===== src/design/iirdf2_pkg.sv =====
`timescale 1ns / 1ps
// Package for the order-2 direct-form-II IIR filter.
// Holds widths, register indexes, the control word type and the microcode ROM.
package iirdf2_pkg;

  localparam int SAMPLE_W  = 16;
  localparam int COEF_W    = 16;
  localparam int W_W       = 24;
  localparam int FRAC_BITS = 14;
  localparam int PROD_W    = COEF_W + W_W;
  localparam int TERM_W    = PROD_W - FRAC_BITS;
  localparam int ACC_W     = TERM_W + 2;
  localparam int STEP_W    = 3;
  localparam int CFG_IDX_W = 3;

  localparam logic signed [COEF_W-1:0] IN_GAIN_RESET  = 16'sd16384;
  localparam logic signed [COEF_W-1:0] OUT_GAIN_RESET = 16'sd16384;

  typedef logic [STEP_W-1:0] step_t;

  typedef enum logic [CFG_IDX_W-1:0] {
    REG_IN_GAIN     = 3'd0,
    REG_FB_COEF_ONE = 3'd1,
    REG_FB_COEF_TWO = 3'd2,
    REG_OUT_GAIN    = 3'd3,
    REG_FF_COEF_ONE = 3'd4,
    REG_FF_COEF_TWO = 3'd5
  } cfg_reg_t;

  typedef enum logic [2:0] {
    C_IN_GAIN,
    C_FB_ONE,
    C_FB_TWO,
    C_OUT_GAIN,
    C_FF_ONE,
    C_FF_TWO,
    C_ZERO
  } coef_sel_t;

  typedef enum logic [1:0] {
    D_X,
    D_D0,
    D_D1,
    D_W
  } data_sel_t;

  typedef enum logic [1:0] {
    ACC_HOLD,
    ACC_LOAD,
    ACC_ADD
  } acc_op_t;

  typedef enum logic [1:0] {
    COND_NONE,
    COND_IN,
    COND_OUT
  } cond_t;

  typedef struct packed {
    coef_sel_t coef;
    data_sel_t dsel;
    acc_op_t   accw_op;
    acc_op_t   accy_op;
    logic      w_ld;
    logic      emit;
    cond_t     cond;
    logic      jump;
    step_t     target;
  } ctrl_t;

  // Step 0 waits for a sample, step 7 waits for room in the output register.
  function automatic ctrl_t ucode(step_t step);
    ctrl_t c;
    c = '{coef: C_ZERO, dsel: D_X, accw_op: ACC_HOLD, accy_op: ACC_HOLD,
          w_ld: 1'b0, emit: 1'b0, cond: COND_NONE, jump: 1'b0, target: '0};
    unique case (step)
      3'd0: begin
        c.coef = C_IN_GAIN;  c.dsel = D_X;  c.cond = COND_IN;
      end
      3'd1: begin
        c.coef = C_FB_ONE;   c.dsel = D_D0; c.accw_op = ACC_LOAD;
      end
      3'd2: begin
        c.coef = C_FB_TWO;   c.dsel = D_D1; c.accw_op = ACC_ADD;
      end
      3'd3: begin
        c.coef = C_FF_ONE;   c.dsel = D_D0; c.accw_op = ACC_ADD;
      end
      3'd4: begin
        c.coef = C_FF_TWO;   c.dsel = D_D1; c.accy_op = ACC_LOAD; c.w_ld = 1'b1;
      end
      3'd5: begin
        c.coef = C_OUT_GAIN; c.dsel = D_W;  c.accy_op = ACC_ADD;
      end
      3'd6: begin
        c.accy_op = ACC_ADD;
      end
      3'd7: begin
        c.emit = 1'b1; c.cond = COND_OUT; c.jump = 1'b1; c.target = '0;
      end
    endcase
    return c;
  endfunction

endpackage


===== src/design/iirdf2_if.sv =====
`timescale 1ns / 1ps
// Valid/ready sample channels for the IIR filter.
// Depends on iirdf2_pkg for the sample width.
interface iirdf2_in_if;
  logic                                    valid;
  logic                                    ready;
  logic signed [iirdf2_pkg::SAMPLE_W-1:0] sample_in;

  modport source (output valid, output sample_in, input ready);
  modport sink   (input valid, input sample_in, output ready);
endinterface

interface iirdf2_out_if;
  logic                                    valid;
  logic                                    ready;
  logic signed [iirdf2_pkg::SAMPLE_W-1:0] sample_out;

  modport source (output valid, output sample_out, input ready);
  modport sink   (input valid, input sample_out, output ready);
endinterface


===== src/design/iir_direct_form_two_filter.sv =====
`timescale 1ns / 1ps
// Order-2 direct-form-II IIR filter, Q2.14 coefficients, one shared 16x24 MAC.
// The input is taken at step 0; the result reaches the output register at step 7.
// The eight-step microcode on the single multiplier takes a new sample only at step 0,
// after the last one is emitted; step 7 holds while the output register is still full.
// Reset: coefficients to defaults, delay line zeroed, sequencer at step 0.
module iir_direct_form_two_filter #(
  parameter int ORDER = 2
) (
  input  logic                                 clk,
  input  logic                                 rst,
  iirdf2_in_if.sink                            in_chan,
  iirdf2_out_if.source                         out_chan,
  input  logic                                 cfg_write,
  input  logic [iirdf2_pkg::CFG_IDX_W-1:0]     cfg_index,
  input  logic [iirdf2_pkg::COEF_W-1:0]        cfg_data
);

  localparam int SAMPLE_W  = iirdf2_pkg::SAMPLE_W;
  localparam int COEF_W    = iirdf2_pkg::COEF_W;
  localparam int W_W       = iirdf2_pkg::W_W;
  localparam int PROD_W    = iirdf2_pkg::PROD_W;
  localparam int ACC_W     = iirdf2_pkg::ACC_W;
  localparam int FRAC_BITS = iirdf2_pkg::FRAC_BITS;
  localparam int D1_IDX    = (ORDER > 1) ? 1 : 0;

  logic signed [COEF_W-1:0] in_gain, fb_coef_one, fb_coef_two;
  logic signed [COEF_W-1:0] out_gain, ff_coef_one, ff_coef_two;

  logic signed [W_W-1:0]    delay_line [ORDER];
  logic signed [W_W-1:0]    w;
  logic signed [PROD_W-1:0] prod;
  logic signed [ACC_W-1:0]  accw, accy;

  iirdf2_pkg::step_t step, step_next;
  iirdf2_pkg::ctrl_t ctrl;

  logic                     out_free, stall, emit_go;
  logic signed [COEF_W-1:0] coef_mux;
  logic signed [W_W-1:0]    data_mux, d1_val, w_sat;
  logic signed [PROD_W-1:0] prod_rnd;
  logic signed [ACC_W-1:0]  term;
  logic [ACC_W-W_W:0]       w_hi;
  logic [ACC_W-SAMPLE_W:0]  y_hi;
  logic signed [SAMPLE_W-1:0] y_sat;

  // Configuration
  always_ff @(posedge clk) begin
    if (rst) begin
      in_gain     <= iirdf2_pkg::IN_GAIN_RESET;
      fb_coef_one <= '0;
      fb_coef_two <= '0;
      out_gain    <= iirdf2_pkg::OUT_GAIN_RESET;
      ff_coef_one <= '0;
      ff_coef_two <= '0;
    end else if (cfg_write) begin
      case (iirdf2_pkg::cfg_reg_t'(cfg_index))
        iirdf2_pkg::REG_IN_GAIN:     in_gain     <= cfg_data;
        iirdf2_pkg::REG_FB_COEF_ONE: fb_coef_one <= cfg_data;
        iirdf2_pkg::REG_FB_COEF_TWO: fb_coef_two <= cfg_data;
        iirdf2_pkg::REG_OUT_GAIN:    out_gain    <= cfg_data;
        iirdf2_pkg::REG_FF_COEF_ONE: ff_coef_one <= cfg_data;
        iirdf2_pkg::REG_FF_COEF_TWO: ff_coef_two <= cfg_data;
        default: ;
      endcase
    end
  end

  // Sequencer
  assign ctrl     = iirdf2_pkg::ucode(step);
  assign out_free = !out_chan.valid || out_chan.ready;
  assign in_chan.ready = (ctrl.cond == iirdf2_pkg::COND_IN);
  assign emit_go  = ctrl.emit && out_free;

  always_comb begin
    stall = 1'b0;
    case (ctrl.cond)
      iirdf2_pkg::COND_IN:  stall = !in_chan.valid;
      iirdf2_pkg::COND_OUT: stall = !out_free;
      default:              stall = 1'b0;
    endcase
  end

  always_comb begin
    if (stall) begin
      step_next = step;
    end else if (ctrl.jump) begin
      step_next = ctrl.target;
    end else begin
      step_next = step + 1'b1;
    end
  end

  always_ff @(posedge clk) begin
    if (rst) begin
      step <= '0;
    end else begin
      step <= step_next;
    end
  end

  // Operand selection; taps past the second carry no coefficient
  assign d1_val = (ORDER > 1) ? delay_line[D1_IDX] : '0;

  always_comb begin
    coef_mux = '0;
    case (ctrl.coef)
      iirdf2_pkg::C_IN_GAIN:  coef_mux = in_gain;
      iirdf2_pkg::C_FB_ONE:   coef_mux = fb_coef_one;
      iirdf2_pkg::C_FB_TWO:   coef_mux = fb_coef_two;
      iirdf2_pkg::C_OUT_GAIN: coef_mux = out_gain;
      iirdf2_pkg::C_FF_ONE:   coef_mux = ff_coef_one;
      iirdf2_pkg::C_FF_TWO:   coef_mux = ff_coef_two;
      default:                coef_mux = '0;
    endcase
  end

  always_comb begin
    data_mux = '0;
    case (ctrl.dsel)
      iirdf2_pkg::D_X:  data_mux = W_W'(in_chan.sample_in);
      iirdf2_pkg::D_D0: data_mux = delay_line[0];
      iirdf2_pkg::D_D1: data_mux = d1_val;
      iirdf2_pkg::D_W:  data_mux = w;
      default:          data_mux = '0;
    endcase
  end

  // MAC: registered product, round half up to sample scale, accumulate
  always_ff @(posedge clk) begin
    prod <= PROD_W'(coef_mux) * PROD_W'(data_mux);
  end

  assign prod_rnd = prod + (PROD_W'(1) <<< (FRAC_BITS - 1));
  assign term     = ACC_W'($signed(prod_rnd[PROD_W-1:FRAC_BITS]));

  always_ff @(posedge clk) begin
    case (ctrl.accw_op)
      iirdf2_pkg::ACC_LOAD: accw <= term;
      iirdf2_pkg::ACC_ADD:  accw <= accw + term;
      default:              accw <= accw;
    endcase
    case (ctrl.accy_op)
      iirdf2_pkg::ACC_LOAD: accy <= term;
      iirdf2_pkg::ACC_ADD:  accy <= accy + term;
      default:              accy <= accy;
    endcase
  end

  // Saturation
  assign w_hi = accw[ACC_W-1:W_W-1];
  assign y_hi = accy[ACC_W-1:SAMPLE_W-1];

  always_comb begin
    if (w_hi != '0 && w_hi != '1) begin
      w_sat = accw[ACC_W-1] ? {1'b1, {(W_W-1){1'b0}}} : {1'b0, {(W_W-1){1'b1}}};
    end else begin
      w_sat = accw[W_W-1:0];
    end
    if (y_hi != '0 && y_hi != '1) begin
      y_sat = accy[ACC_W-1] ? {1'b1, {(SAMPLE_W-1){1'b0}}} : {1'b0, {(SAMPLE_W-1){1'b1}}};
    end else begin
      y_sat = accy[SAMPLE_W-1:0];
    end
  end

  always_ff @(posedge clk) begin
    if (ctrl.w_ld) begin
      w <= w_sat;
    end
  end

  // Delay line, newest first
  always_ff @(posedge clk) begin
    if (rst) begin
      for (int k = 0; k < ORDER; k++) begin
        delay_line[k] <= '0;
      end
    end else if (emit_go) begin
      delay_line[0] <= w;
      for (int k = 1; k < ORDER; k++) begin
        delay_line[k] <= delay_line[k-1];
      end
    end
  end

  // Output register
  always_ff @(posedge clk) begin
    if (rst) begin
      out_chan.valid <= 1'b0;
    end else if (emit_go) begin
      out_chan.valid <= 1'b1;
    end else if (out_chan.ready) begin
      out_chan.valid <= 1'b0;
    end
  end

  always_ff @(posedge clk) begin
    if (emit_go) begin
      out_chan.sample_out <= y_sat;
    end
  end

endmodule

===== src/flat_wrapper.sv =====
// flat-port wrapper written by rule: the top's interface ports become plain ports
module iir_direct_form_two_filter_flat 
#(
  parameter int ORDER = 2
)
  (clk, rst, cfg_write, cfg_index, cfg_data, in_chan_valid, in_chan_sample_in, in_chan_ready, out_chan_valid, out_chan_sample_out, out_chan_ready);
  iirdf2_in_if in_chan_i ();
  iirdf2_out_if out_chan_i ();
  input  logic clk;
  input  logic rst;
  input  logic cfg_write;
  input  logic [iirdf2_pkg::CFG_IDX_W-1:0] cfg_index;
  input  logic [iirdf2_pkg::COEF_W-1:0] cfg_data;
  input wire logic [$bits(in_chan_i.valid)-1:0] in_chan_valid;
  input wire logic [$bits(in_chan_i.sample_in)-1:0] in_chan_sample_in;
  output wire logic [$bits(in_chan_i.ready)-1:0] in_chan_ready;
  output wire logic [$bits(out_chan_i.valid)-1:0] out_chan_valid;
  output wire logic [$bits(out_chan_i.sample_out)-1:0] out_chan_sample_out;
  input wire logic [$bits(out_chan_i.ready)-1:0] out_chan_ready;
  assign in_chan_i.valid = in_chan_valid;
  assign in_chan_i.sample_in = in_chan_sample_in;
  assign in_chan_ready = in_chan_i.ready;
  assign out_chan_valid = out_chan_i.valid;
  assign out_chan_sample_out = out_chan_i.sample_out;
  assign out_chan_i.ready = out_chan_ready;
  iir_direct_form_two_filter #(.ORDER(ORDER)) u_core (.clk(clk), .rst(rst), .in_chan(in_chan_i), .out_chan(out_chan_i), .cfg_write(cfg_write), .cfg_index(cfg_index), .cfg_data(cfg_data));
endmodule

===== config.mk =====
export PLATFORM = sky130hd
export DESIGN_NAME = iir_direct_form_two_filter_flat
export DESIGN_NICKNAME = d
export VERILOG_FILES = /design/src/design/iirdf2_pkg.sv /design/src/design/iirdf2_if.sv /design/src/design/iir_direct_form_two_filter.sv /design/src/flat_wrapper.sv
export SDC_FILE = /design/constraint.sdc
export NUM_CORES = 2
export LEC_CHECK = 0
export BUFFER_PORTS_ARGS = -buffer_cell sky130_fd_sc_hd__clkbuf_2
export CORE_ASPECT_RATIO = 0.5
export CORE_MARGIN = 3
export CORE_UTILIZATION = 35
export CTS_CLUSTER_DIAMETER = 30
export DETAILED_ROUTE_END_ITERATION = 10
export GPL_ROUTABILITY_DRIVEN = 0
export PLACE_DENSITY = 0.59
export SYNTH_ARGS = -nofsm -noshare
export SYNTH_HDL_FRONTEND = slang
export SYNTH_SLANG_ARGS = --single-unit
export TNS_END_PERCENT = 30

===== constraint.sdc =====
create_clock -name clk -period 15.8 [get_ports clk]
set_input_delay 1.58 -clock clk [delete_from_list [all_inputs] [get_ports clk]]
set_output_delay 1.58 -clock clk [all_outputs]
set_load 0.02 [all_outputs]

# --- After elaboration in Yosys (flattened, before gate mapping) ---
# Memories as Yosys holds them, arrays and structs flattened.
# Index checks and enable logic that the tools add are counted.
classes:
  addsub: 4
  multipliers: 1
  n_eq_ne: 28
  muxes: 26
  bitwise_logic: 2
  reduce_logical: 24
op_table:
  columns: ["operator", "count"]
  rows:
  - ["case mux 28 bit (2 select lines)", 2]
  - ["two-way mux 24 bit", 4]
  - ["case mux 16 bit (6 select lines)", 1]
  - ["case mux 24 bit (4 select lines)", 1]
  - ["adder 28 x 26 -> 28 bit", 2]
  - ["adder 40 x 15 -> 40 bit, second input constant", 1]
  - ["multiplier 16 x 24 -> 40 bit", 1]
  - ["two-way mux 16 bit", 2]
  - ["case mux 5 bit (6 select lines)", 1]
  - ["== test 3 bit, second input constant", 8]
  - ["== test 3 x 2 -> 1 bit, second input constant", 6]
  - ["!= test 13 bit, second input constant", 1]
  - ["nonzero test 13 bit", 1]
  - ["case mux 2 bit (2 select lines)", 3]
  - ["AND reduction 2 bit", 6]
  - ["== test 2 bit, second input constant", 5]
  - ["== test 3 x 1 -> 1 bit, second input constant", 3]
  - ["zero test 3 bit", 3]
  - ["two-way mux 1 bit", 9]
  - ["== test 2 x 1 -> 1 bit, second input constant", 4]
  - ["nonzero test 2 bit", 3]
  - ["!= test 5 bit, second input constant", 1]
  - ["nonzero test 5 bit", 1]
  - ["two-way mux 4 bit", 1]
  - ["9 further kinds", 15]
totals:
  reg_bits: 236
  mem_bits_rw: 48
  in_bits: 40
  out_inout_bits: 18
  word_cells: 99
  memories: 1
memory_table:
  columns: ["name", "words", "word_bits", "read_ports", "rd_ports_with_merged_regs", "write_ports", "line_no", "rtl"]
  rows:
  - ["u_core.delay_line", 2, 24, 2, 0, 2, "iir_direct_form_two_filter.sv:30", "logic signed [W_W-1:0] delay_line [ORDER];"]

# --- Longest topological paths before layout ---
depth:
  ltp_word: 7
  ltp_mapped: 35
  ltp_nobuf: 31

# --- Worst setup path after synthesis ---
# Ideal clock, no wire load.
synth_path:
  path_type: "reg2reg"
  start: "register u_core.step[1]"
  end: "register u_core.prod[39]"
  setup_time_ns: 0.117
  arrival_ns: 7.821
  t_required_ns: 15.683
  setup_slack_ns: 7.862
  stages_incl_launch_ff: 33
  n_path_buf: 5
  synth_period_minus_slack_ns: 7.938
  cell_sequence: "dfxtp_1 buf_2 inv_1 ha_1 buf_6 buf_2 buf_1 mux2i_1 o22ai_1 a222oi_1 clkbuf_1 nor2_1 fa_1 inv_1 fa_1 inv_1 fa_1 fa_1 fa_1 inv_1 fa_1 inv_1 ha_1 a21o_1 a21o_1 a21oi_1 nand2_1 a311oi_2 nor3_2 or2_1 o21ai_2 mux2i_1 nand2_1"
synth_between:
  elab_chain_cells: 5
  word_cells_on_any_way: 20
  cone_classes: "mul (1); eq/ne (13); mux (3); reduce/logical (3)"
synth_rtl:
  columns: ["element", "line_no", "rtl"]
  rows:
  - ["from (decl)", "iir_direct_form_two_filter.sv:35", "iirdf2_pkg::step_t step, step_next;"]
  - ["from (signal assigned)", "iir_direct_form_two_filter.sv:98", "step <= step_next;"]
  - ["== test 3 bit (tied with other cells)", "iirdf2_pkg.sv:76", "unique case (step)"]
  - ["case mux 5 bit (6 select lines) *", "iirdf2_pkg.sv:76", null]
  - ["== test 3 bit (tied with other cells)", "iir_direct_form_two_filter.sv:107", "case (ctrl.coef)"]
  - ["case mux 16 bit (6 select lines) / case mux 24 bit (4 select lines) (equally long branches)", "iir_direct_form_two_filter.sv:107, iir_direct_form_two_filter.sv:120", null]
  - ["multiplier 16 x 24 -> 40 bit *", "iir_direct_form_two_filter.sv:131", "prod <= PROD_W'(coef_mux) * PROD_W'(data_mux);"]
  - ["to (signal assigned)", "iir_direct_form_two_filter.sv:131", null]
  - ["to (decl)", "iir_direct_form_two_filter.sv:32", "logic signed [PROD_W-1:0] prod;"]
# Every way passes the cells marked *; elsewhere a longest branch is shown, timed or not.
# A chain may end at the register's enable or synchronous reset.

# --- Worst setup path after layout ---
layout_path:
  start: "register u_core.step[1]"
  end: "register u_core.prod[33]"
# Same word-level chain as after synthesis.

==> metrics.txt <==
# TYPE chip_impl_metric gauge
chip_impl_metric{name="avgSynthCellArea",unit="um^2"} 9.11
chip_impl_metric{name="h-tree-depth",unit=""} 2
chip_impl_info{name="netlist_top_cells_area",value="sky130_fd_sc_hd__fa_1 27%, sky130_fd_sc_hd__edfxtp_1 16%, sky130_fd_sc_hd__dfxtp_1 9.2%, sky130_fd_sc_hd__ha_1 7.0%, sky130_fd_sc_hd__inv_1 6.4%"} 1
chip_impl_info{name="cp_common_cell",value="sky130_fd_sc_hd__fa_1"} 1
chip_impl_metric{name="setup_total_negative_slack",unit="ns"} 0
chip_impl_metric{name="grt.total_usage",unit="%"} 19.1
chip_impl_metric{name="postSynthRegisterBits",unit=""} 271
chip_impl_info{name="status",value="finished, final reports clean"} 1
chip_impl_metric{name="die_w",unit="um"} 404
chip_impl_metric{name="pwr_density_cell",unit="nW/um^2"} 136
chip_impl_metric{name="worst-slew-pin-transition",unit="ns"} 1.38
chip_impl_metric{name="number_of_enable_flip_flop_cells_after_synthesis",unit=""} 144
chip_impl_metric{name="hpwlAfterDp",unit="um"} 58900
chip_impl_metric{name="finalWirelength",unit="um"} 77500
chip_impl_metric{name="final_util",unit="%"} 39.3
chip_impl_metric{name="synth-compound-area-share",unit="%"} 12.7
chip_impl_metric{name="ios",unit=""} 58
chip_impl_metric{name="final.fill_count",unit=""} 7839
chip_impl_metric{name="min_period",unit="ns"} 9.19
chip_impl_metric{name="synth_cell_types",unit=""} 80
chip_impl_metric{name="worstSkewPairLatency",unit="ns"} 0.55
chip_impl_metric{name="first_pass_grt_wire_length",unit="um"} 124000
chip_impl_metric{name="yosys_warnings",unit=""} 0
chip_impl_info{name="ys_top_cells_by_count",value="470 x sky130_fd_sc_hd__inv_1, 427 x sky130_fd_sc_hd__nand2_1, 375 x sky130_fd_sc_hd__fa_1, 287 x sky130_fd_sc_hd__nor2_1, 207 x sky130_fd_sc_hd__a21oi_1"} 1
chip_impl_info{name="synth_top_cell_by_area",value="sky130_fd_sc_hd__fa_1"} 1
chip_impl_metric{name="post_synth_xor_area_fraction",unit="%"} 3.09
chip_impl_info{name="timing.hold.worst.class",value="register to register"} 1
chip_impl_metric{name="dieArea",unit="um^2"} 82900
chip_impl_info{name="timing_worst_setup_path_type",value="register to register"} 1
chip_impl_metric{name="final.setup_skew",unit="ns"} 0.0260
chip_impl_metric{name="finalHoldViolCount",unit=""} 0
chip_impl_metric{name="leakagePower",unit="nW"} 13.8
chip_impl_metric{name="remaining_max_slew_budget_at_the_tightest_pin",unit="%"} 8.01
chip_impl_metric{name="row_count",unit=""} 72
chip_impl_metric{name="syn_nets",unit=""} 3614
chip_impl_metric{name="post-cts-setup-buffers",unit=""} 0
chip_impl_info{name="synthFlopType",value="sky130_fd_sc_hd__edfxtp_1"} 1
chip_impl_metric{name="nNetsFinal",unit=""} 3641
chip_impl_metric{name="cts.clk_slew.worst_paths",unit="ns"} 0.06
chip_impl_metric{name="antenna_found_initial",unit=""} 0
chip_impl_metric{name="start_util",unit="%"} 35.6
chip_impl_metric{name="synthToLayoutAreaGrowth",unit="%"} 10.4
chip_impl_info{name="clock_tree.root_cell",value="sky130_fd_sc_hd__clkbuf_16"} 1
chip_impl_metric{name="slew_violations",unit=""} 0
chip_impl_metric{name="cap_violations",unit=""} 0
chip_impl_metric{name="worst-endpoint-arrival",unit="ns"} 9.66
chip_impl_metric{name="antenna_left",unit=""} 0
chip_impl_metric{name="ys_async_sr_fraction",unit="%"} 0
chip_impl_metric{name="synth_sequential_area_ratio",unit="%"} 24.8
chip_impl_metric{name="crit_path_max_fanout",unit=""} 28
chip_impl_metric{name="placeableCoreArea",unit="um^2"} 77800
chip_impl_info{name="worst_path_max_delay_cell",value="sky130_fd_sc_hd__a221oi_1"} 1
chip_impl_info{name="main_combinational_cell_family_by_area_after_synthesis",value="adder cells"} 1
chip_impl_metric{name="cts_hold_buffers",unit=""} 0
chip_impl_info{name="crit_path_launch_type",value="register"} 1
chip_impl_metric{name="ff2ff_setup_slack",unit="ns"} 6.61
chip_impl_metric{name="syn_area",unit="um^2"} 27700
chip_impl_metric{name="place.port_buffers",unit=""} 57
chip_impl_metric{name="cts.repair.resized",unit=""} 0
chip_impl_metric{name="postSynthCellCount",unit=""} 3043
chip_impl_metric{name="synth_adder_area_share",unit="%"} 34.1
chip_impl_metric{name="first_global_vias",unit=""} 21998
chip_impl_metric{name="clock_path_buffers",unit=""} 3
chip_impl_metric{name="cts_buffers",unit=""} 39
chip_impl_metric{name="detailedRoute.firstPassIterationCount",unit=""} 8
chip_impl_metric{name="max-vdd-ir-drop",unit="mV"} 0.0728
chip_impl_metric{name="antenna-diode-count",unit=""} 0
chip_impl_metric{name="setup_viol_count_final",unit=""} 0
chip_impl_metric{name="cp_data_required_time",unit="ns"} 16.27
chip_impl_metric{name="synthMuxAreaShare",unit="%"} 1.74
chip_impl_info{name="rsz0062_at_grt",value="no"} 1
chip_impl_metric{name="drc_errors",unit=""} 0
chip_impl_metric{name="floorplan.die.height",unit="um"} 205
chip_impl_metric{name="synth_top_cell_area_share",unit="%"} 27.1
chip_impl_metric{name="via_count",unit=""} 21449
chip_impl_metric{name="detail_route.vias_per_cell",unit=""} 5.19
chip_impl_metric{name="wl_per_cell",unit="um"} 18.7
chip_impl_metric{name="synth_simple_gate_area_share",unit="%"} 15.4
chip_impl_metric{name="critical_path.max_stage_delay",unit="ns"} 0.99
chip_impl_info{name="crit_path_end_kind",value="register"} 1
chip_impl_info{name="synth_most_common_cell",value="sky130_fd_sc_hd__inv_1"} 1
chip_impl_metric{name="fmax",unit="MHz"} 109
chip_impl_metric{name="drt_first_iter_violations",unit=""} 1715
chip_impl_metric{name="cts.sink_count",unit=""} 271
chip_impl_info{name="cts_tree",value="done"} 1
chip_impl_metric{name="timing.final.crit_share",unit="%"} 58.2
chip_impl_metric{name="global_route_congestion_overflow_total",unit=""} 0
chip_impl_metric{name="largest_net_degree_at_the_start_of_global_routing",unit=""} 103
chip_impl_metric{name="drive_gt1_share",unit="%"} 7.39
## sequential cells by signal, summed over array words and instances, names as in the netlist
signal                      cells
u_core.delay_line              48
u_core.accw                    28
u_core.fb_coef_one             16
u_core.w                       24
u_core.prod                    27
u_core.ff_coef_one             16
u_core.out_gain                16
u_core.step                     3
u_core.in_gain                 16
u_core.out_chan.valid           1
u_core.fb_coef_two             16
u_core.ff_coef_two             16
u_core.accy                    28
u_core.out_chan.sample_out     16
## through the flow
step | power, mW | instance area (um^2) | setup slack [ns] | hold WS, ns | cells
after detailed placement | 3.26 | 29300 | 6.78 | 0.446 | 4065
final | 4.16 | 30600 | 6.61 | 0.453 | 4135
after CTS | 4.18 | 30600 | 6.76 | 0.454 | 4135
after global placement | 3.24 | 29300 | 6.90 | 0.440 | 4065
after floorplan | 2.60 | 27700 | 7.86 | 0.433 | 3043
after global routing | 4.49 | 30600 | 6.22 | 0.471 | 4135
## path summary, 6_finish.rpt
check / startpoint / to / depth (start not counted)
setup / recovery: u_core.step[1] / u_core.prod[33] / 29
hold / removal: u_core.fb_coef_two[7] / u_core.fb_coef_two[7] / 2
setup reg to reg: u_core.step[1] / u_core.prod[33] / 29
hold reg to reg: u_core.fb_coef_two[7] / u_core.fb_coef_two[7] / 2
## power breakdown
part | switching [mW] | internal [mW] | leakage (nW)
clock network | 0.376 | 0.519 | 0.641
registers | 0.0659 | 0.869 | 2.41
logic | 1.43 | 0.903 | 10.8
total | 1.87 | 2.29 | 13.8
## layout make-up
type	count	area (um^2)	share of cell area [%]
multi-input combinational	2172	18600	60.8
inverter	471	1770	5.77
tap	1036	1300	4.23
timing repair buffer	115	721	2.35
sequential	271	6870	22.4
clock inverter	26	282	0.919
clock buffer	44	1060	3.46
## per-layer routing
layer / vias to the layer above / track usage (%) / share of wire [%]
met4: 0 / 4.74 / 2.5
met2: 693 / 32.0 / 47
li1: 9963 / - / -
met3: 135 / 3.24 / 6.6
met1: 10658 / 25.6 / 44
met5: - / 0 / 0
## logic make-up (layout without fill, tap and decap cells)
| group | Yosys count | in the layout |
|---|---|---|
| AND/OR/NAND/NOR | 966 | 966 |
| buffers and inverters | 600 | 656 |
| adder cells (fa/ha/maj) | 531 | 531 |
| AO/OA/AOI/OAI | 531 | 531 |
| flip-flops | 271 | 271 |
| XOR/XNOR | 98 | 98 |
| multiplexers | 46 | 46 |
## layout by cell type (no fill, tap or decap), drive strengths merged, types with 6 or more instances in the layout
cell type,n
o22a,9
a41o,6
nor2b,24
nor2,288
a41oi,8
a21oi,211
xor2,36
o211ai,7
nor4,8
nand2,427
o22ai,10
ha,156
a31oi,13
a211oi,8
a22o,14
mux2i,41
o21bai,10
dfxtp,127
a221oi,27
a221o,19
nand4,15
xnor2,62
o21ai,56
edfxtp,144
nand3b,7
or2,13
buf,59
a21o,86
nand2b,37
and2,62
inv,481
clkbuf,100
and3,24
nand3,33
clkinv,11
fa,375
o21a,7
nor3,14
## worst max-delay path, delay by kind of cell (launching register included)
| kind | cells | cell delay, ns |
|---|---|---|
| fa+ha+maj | 8 | 3.55 |
| compound gates | 9 | 3.02 |
| buf+inv | 6 | 1.13 |
| simple gates | 5 | 0.96 |
| flops | 1 | 0.30 |
| xor+xnor | 1 | 0.14 |
(Power assumes the default switching activity.)
